[src/hdl/hng_pkg.sv]
// ----------------------------------------------------------------------------
// hng_pkg
// Shared types, widths and helpers of the heightmap normal generator.
// ----------------------------------------------------------------------------
package hng_pkg;

  localparam int unsigned HW     = 16;  // height sample
  localparam int unsigned GSW    = 11;  // grid_side register
  localparam int unsigned CDW    = 16;  // cell_double register
  localparam int unsigned POSW   = 10;  // pos_x / pos_z fields
  localparam int unsigned DW     = 17;  // signed height difference
  localparam int unsigned PRW    = 33;  // one square
  localparam int unsigned SQW    = 34;  // sum of three squares
  localparam int unsigned LW     = 17;  // vector length
  localparam int unsigned NXW    = 16;  // normal_x / normal_z
  localparam int unsigned NYW    = 15;  // normal_y
  localparam int unsigned OTDW   = 104; // output tdata, byte padded

  typedef enum logic {
    REG_GRID_SIDE   = 1'b0,
    REG_CELL_DOUBLE = 1'b1
  } reg_idx_e;

  typedef enum logic [2:0] {
    ST_IDLE,
    ST_PICK,
    ST_READ,
    ST_MUL,
    ST_NORM,
    ST_OUT
  } seq_state_e;

  typedef enum logic [1:0] {
    NS_IDLE,
    NS_SQRT,
    NS_DIV,
    NS_DONE
  } norm_state_e;

  typedef struct packed {
    logic [SQW-1:0]        sq;
    logic signed [DW-1:0]  dx;
    logic [CDW-1:0]        dy;
    logic signed [DW-1:0]  dz;
  } norm_req_t;

  typedef struct packed {
    logic signed [NXW-1:0] nx;
    logic [NYW-1:0]        ny;
    logic signed [NXW-1:0] nz;
  } norm_res_t;

  // row slot arithmetic modulo 3
  function automatic logic [1:0] inc3(input logic [1:0] m);
    return (m == 2'd2) ? 2'd0 : m + 2'd1;
  endfunction

  function automatic logic [1:0] dec3(input logic [1:0] m);
    return (m == 2'd0) ? 2'd2 : m - 2'd1;
  endfunction

endpackage

[src/hdl/hng_norm.sv]
// ----------------------------------------------------------------------------
// hng_norm
// Normaliser: bit-serial integer square root, then three restoring divides.
// ----------------------------------------------------------------------------
module hng_norm (
  input  logic               clk_i,
  input  logic               rst_ni,
  input  logic               start_i,
  input  hng_pkg::norm_req_t req_i,
  output logic               done_o,
  output hng_pkg::norm_res_t res_o
);
  import hng_pkg::*;

  localparam int unsigned VW = SQW + 1;

  norm_state_e state_q, state_d;
  norm_req_t   req_q;
  logic [VW-1:0] v_q, root_q, bit_q;
  logic [4:0]    step_q;
  logic [1:0]    comp_q;
  logic [LW-1:0] len_q;
  logic [LW:0]   rem_q;
  logic [15:0]   quo_q;
  norm_res_t     res_q;

  logic [VW-1:0] trial_sum;
  logic          sq_ge;
  logic [LW-1:0] mag;
  logic          neg;
  logic [LW+1:0] trial;
  logic          dv_ge;
  logic [15:0]   quo_n;
  logic [NYW-1:0] qc;

  assign trial_sum = root_q + bit_q;
  assign sq_ge     = (v_q >= trial_sum);

  always_comb begin
    unique case (comp_q)
      2'd0:    begin mag = req_q.dx[DW-1] ? LW'(-req_q.dx) : LW'(req_q.dx); neg = req_q.dx[DW-1]; end
      2'd1:    begin mag = LW'(req_q.dy); neg = 1'b0; end
      default: begin mag = req_q.dz[DW-1] ? LW'(-req_q.dz) : LW'(req_q.dz); neg = req_q.dz[DW-1]; end
    endcase
  end

  // first step compares the magnitude itself, later steps the shifted remainder
  assign trial = (step_q == 5'd0) ? (LW+2)'(mag) : {rem_q, 1'b0};
  assign dv_ge = (trial >= (LW+2)'(len_q));
  assign quo_n = {quo_q[14:0], dv_ge};
  assign qc    = (quo_n > 16'd32767) ? NYW'(32767) : quo_n[NYW-1:0];

  always_comb begin
    state_d = state_q;
    unique case (state_q)
      NS_IDLE: if (start_i) state_d = NS_SQRT;
      NS_SQRT: if (step_q == 5'd16) state_d = NS_DIV;
      NS_DIV:  if (step_q == 5'd15 && comp_q == 2'd2) state_d = NS_DONE;
      default: state_d = NS_IDLE;
    endcase
  end

  always_ff @(posedge clk_i or negedge rst_ni) begin
    if (!rst_ni) begin
      state_q <= NS_IDLE;
    end else begin
      state_q <= state_d;
    end
  end

  always_ff @(posedge clk_i) begin
    unique case (state_q)
      NS_IDLE: begin
        req_q  <= req_i;
        v_q    <= VW'(req_i.sq);
        root_q <= '0;
        bit_q  <= VW'(1) << (SQW - 2);
        step_q <= '0;
        comp_q <= '0;
      end
      NS_SQRT: begin
        if (sq_ge) begin
          v_q    <= v_q - trial_sum;
          root_q <= (root_q >> 1) + bit_q;
        end else begin
          root_q <= root_q >> 1;
        end
        bit_q <= bit_q >> 2;
        if (step_q == 5'd16) begin
          step_q <= '0;
          rem_q  <= '0;
          quo_q  <= '0;
          len_q  <= sq_ge ? LW'((root_q >> 1) + bit_q) : LW'(root_q >> 1);
        end else begin
          step_q <= step_q + 5'd1;
        end
      end
      NS_DIV: begin
        if (step_q == 5'd15) begin
          step_q <= '0;
          rem_q  <= '0;
          quo_q  <= '0;
          comp_q <= comp_q + 2'd1;
          unique case (comp_q)
            2'd0:    res_q.nx <= (len_q == '0) ? '0 : (neg ? -NXW'(qc) : NXW'(qc));
            2'd1:    res_q.ny <= (len_q == '0) ? '0 : qc;
            default: res_q.nz <= (len_q == '0) ? '0 : (neg ? -NXW'(qc) : NXW'(qc));
          endcase
        end else begin
          step_q <= step_q + 5'd1;
          rem_q  <= dv_ge ? (LW+1)'(trial - (LW+2)'(len_q)) : (LW+1)'(trial);
          quo_q  <= quo_n;
        end
      end
      default: ;
    endcase
  end

  assign done_o = (state_q == NS_DONE);
  assign res_o  = res_q;

endmodule

[config.mk]
export PLATFORM = sky130hd
export DESIGN_NAME = hng_norm
export DESIGN_NICKNAME = d
export VERILOG_FILES = /design/src/hdl/hng_pkg.sv /design/src/hdl/hng_norm.sv
export SDC_FILE = /design/constraint.sdc
export NUM_CORES = 1
export LEC_CHECK = 0
export ABC_AREA = 0
export BUFFER_PORTS_ARGS = -buffer_cell sky130_fd_sc_hd__buf_2
export CAP_MARGIN = 10
export CORE_MARGIN = 8
export CORE_UTILIZATION = 31
export CTS_BUF_LIST = sky130_fd_sc_hd__clkbuf_8
export CTS_CLUSTER_DIAMETER = 40
export DETAILED_ROUTE_END_ITERATION = 10
export GPL_TIMING_DRIVEN = 0
export HOLD_SLACK_MARGIN = 0.02
export PLACE_DENSITY = 0.51
export SYNTH_ARGS = -nofsm -noshare
export SYNTH_HDL_FRONTEND = slang
export SYNTH_SLANG_ARGS = --single-unit
[constraint.sdc]
create_clock -name clk_i -period 9.3 [get_ports clk_i]
set_input_delay 0.465 -clock clk_i [delete_from_list [all_inputs] [get_ports clk_i]]
set_output_delay 0.465 -clock clk_i [all_outputs]
set_load 0.005 [all_outputs]
==> flow_summary.json <==
{
  "status": "finished, final reports clean",
  "dominantRegCellSynth": "edfxtp_1",
  "htree_num_levels": 2,
  "synth_edf_count": 241,
  "wirelength_mm": 42.02,
  "period_needed_ns": 7.438,
  "die_width_um": 238.4,
  "vias": 12191,
  "setup_viol": 0,
  "grt_max_degree": 39,
  "cp-start-kind": "flop",
  "register_area_mm2": 0.007287,
  "antenna_left": 0,
  "antennaDiodeCount": 0,
  "start_util_pct": 31.39,
  "die-area_mm2": 0.05684,
  "cts_resized": 0,
  "yosys.cell_count.top_type": "edfxtp_1",
  "synth_area_mm2": 0.01533,
  "synth.top_cells.by_area": "edfxtp_1 47%, ha_1 8.4%, nor2_1 4.3%",
  "slew_violations": 0,
  "clock_latency_ns": 0.63,
  "fp.dieH_um": 238.4,
  "ys_seq_elements": 243,
  "fmax_mhz": 134.4,
  "drtPass1Iterations": 6,
  "synth_cells": 1483,
  "period_share_pct": 79.98,
  "ioPinCount": 135,
  "finalSetupTns_ns": 0,
  "drc_errors": 0,
  "numCtsBuffers": 56,
  "fill_cells": 4909,
  "cts_tree": "built",
  "cp.arrival_ns": 7.75,
  "synthDistinctLibCells": 65,
  "grt_usage_pct": 14.49,
  "hp-start": "req_i[62]",
  "regToRegStartpoint": "root_q[2]",
  "worstSetupEndpointType": "flop",
  "fin_nets": 1924,
  "yosys.area.top_type": "edfxtp_1",
  "fin_skew_ns": 0.02339,
  "path_class": "reg -> reg",
  "hp-class": "in -> reg",
  "antenna_found_initial": 0,
  "worstPathRequired_ns": 9.61,
  "rows": 81,
  "min_to": "v_q[12]",
  "wire_per_inst_um": 17.22,
  "cts-root-buf": "clkbuf_8",
  "grt_first_pass_wirelength_mm": 66.51,
  "synthesis.nets": 1675,
  "drive_above_1_share_pct": 15.99,
  "grt_pass1_vias": 12383,
  "async_flop_share_pct": 0.8230,
  "areaGrowthSynthToFinish_pct": 21.85,
  "holdPathStages": 2,
  "hold_viol_final": 0,
  "slew_headroom_pct": 33.40,
  "post_drt_via_cell_ratio": 4.996,
  "clkTransAtPathRegs_ns": 0.05,
  "rsz0062_at_grt": "false",
  "synth_warnings": 0,
  "clock_path_buffers": 3,
  "syn-mean-instance-area_um2": 10.34,
  "synth_top_area_share_pct": 47.19,
  "tightest_slew_ns": 0.9991,
  "reg2reg_to": "v_q[14]",
  "core_area_mm2": 0.04885,
  "gp_congestion": 0.8695,
  "cap_viol_max_count": 0,
  "io_buffer_count": 134,
  "yosysSeqAreaShare_pct": 47.52,
  "post-dp-hpwl_mm": 31.10,
  "synth_commonest_cells": "241 x edfxtp_1, 174 x nor2_1, 115 x nand2_1, 104 x a21oi_1, 103 x ha_1",
  "clock_sinks": 243,
  "overflow": 0,
  "reg2reg_depth": 20,
  "multiInputGateArea_mm2": 0.007670,
  "rrSetupSlack_ns": 1.86,
  "path_max_fanout": 25,
  "drtIter0Drc": 793
}
critical path, cell delays in order, from the launching register on:
cell	delay, ns
edfxtp_1	0.45
ha_1	0.36
a31oi_1	0.29
o21ai_0	0.26
and3_1	0.28
o21ai_0	0.37
a21oi_1	0.15
nor3_1	0.27
nor2_1	0.11
a31oi_1	0.21
xor2_1	0.10
ha_1	0.35
nand2_1	0.12
or4_1	0.61
nor4_1	0.68
nor2_1	0.08
a21oi_1	0.68
o21ai_1	0.46
clkbuf_1	0.41
a21boi_4	0.59
buf_12	0.25
cell families (layout without fill, tap and decap cells):
family | Yosys count | after routing | synth area share [%]
compound gates | 383 | 383 | 16.11
xor+xnor | 144 | 144 | 8.225
fa+ha+maj | 105 | 105 | 8.665
buf+inv | 103 | 396 | 2.611
flops | 243 | 243 | 47.52
mux | 34 | 34 | 2.456
simple gates | 471 | 471 | 14.41
timing repair:
action | in CTS | in global routing
endpoints found under the hold margin | 52 | 0
buffers inserted | 0 | 0
hold buffers | 51 | 0
worst max path at each step:
| stage | from | to | cells after the start |
|---|---|---|---|
| finish | root_q[2] | v_q[14] | 20 |
| global route | root_q[2] | v_q[14] | 20 |
| CTS | root_q[2] | v_q[14] | 20 |
| detailed placement | root_q[2] | v_q[4] | 20 |
| global placement | root_q[2] | v_q[4] | 19 |
| floorplan | root_q[2] | v_q[0] | 19 |
cell type report:
type                       instances  share of cell area, %
multi-input combinational       1137                  41.05
sequential                       243                  39.00
timing repair buffer             191                  6.870
tap                              664                  4.446
clock buffer                      57                  4.198
clock inverter                    45                  2.297
buffer                            56                  1.199
inverter                          47                 0.9442
registers in the layout, summed over array words and instances (netlist names):
register  flops
v_q          35
req_q        50
len_q        17
step_q        5
comp_q        2
res_o        47
state_q       2
root_q       35
bit_q        17
quo_q        15
rem_q        18
per-stage QoR:
stage / setup WS, ns / hold slack (ns) / area, um^2 / std cells / utilization [%]
4_1_cts: 1.673 / 0.07989 / 18690 / 2440 / 38.25
5_1_grt: 1.368 / 0.09891 / 18690 / 2440 / 38.25
3_3_place_gp: -2.026 / 0.2524 / 16840 / 2281 / 34.47
6_report: 1.862 / 0.1473 / 18690 / 2440 / 38.25
2_1_floorplan: 1.937 / 0.1694 / 15330 / 1483 / -
3_5_place_dp: 1.730 / 0.2530 / 16960 / 2287 / 34.72
metal layers:
layer / global-route usage (%) / vias to the layer above / share of wire, %
met1: 18.54 / 5751 / 46
met2: 24.03 / 340 / 46
met5: 0 / - / 0
met4: 5.285 / 0 / 2.6
li1: - / 6025 / -
met3: 2.930 / 75 / 5.5
placed cells by master (no fill, tap or decap), drive strengths merged, types with 8 or more instances in the layout:
cell type	count
a21o	22
buf	154
xor2	73
o21bai	13
ha	103
clkinv	25
and3	15
nand2	115
nor4	15
xnor2	71
nor2b	17
nand3	16
and2	42
edfxtp	241
a211oi	29
a31oi	34
bufinv	8
inv	54
a21oi	104
clkbuf	99
mux2	29
o21ai	78
o21a	14
a221oi	13
nand4	15
nor2	174
or3	11
nand2b	17
nor3	19
dlygate4sd3	51
o211ai	10
o31ai	14
Power is not shown: default switching activity piles up to over one toggle a cycle in this logic, so the estimate is an artifact.
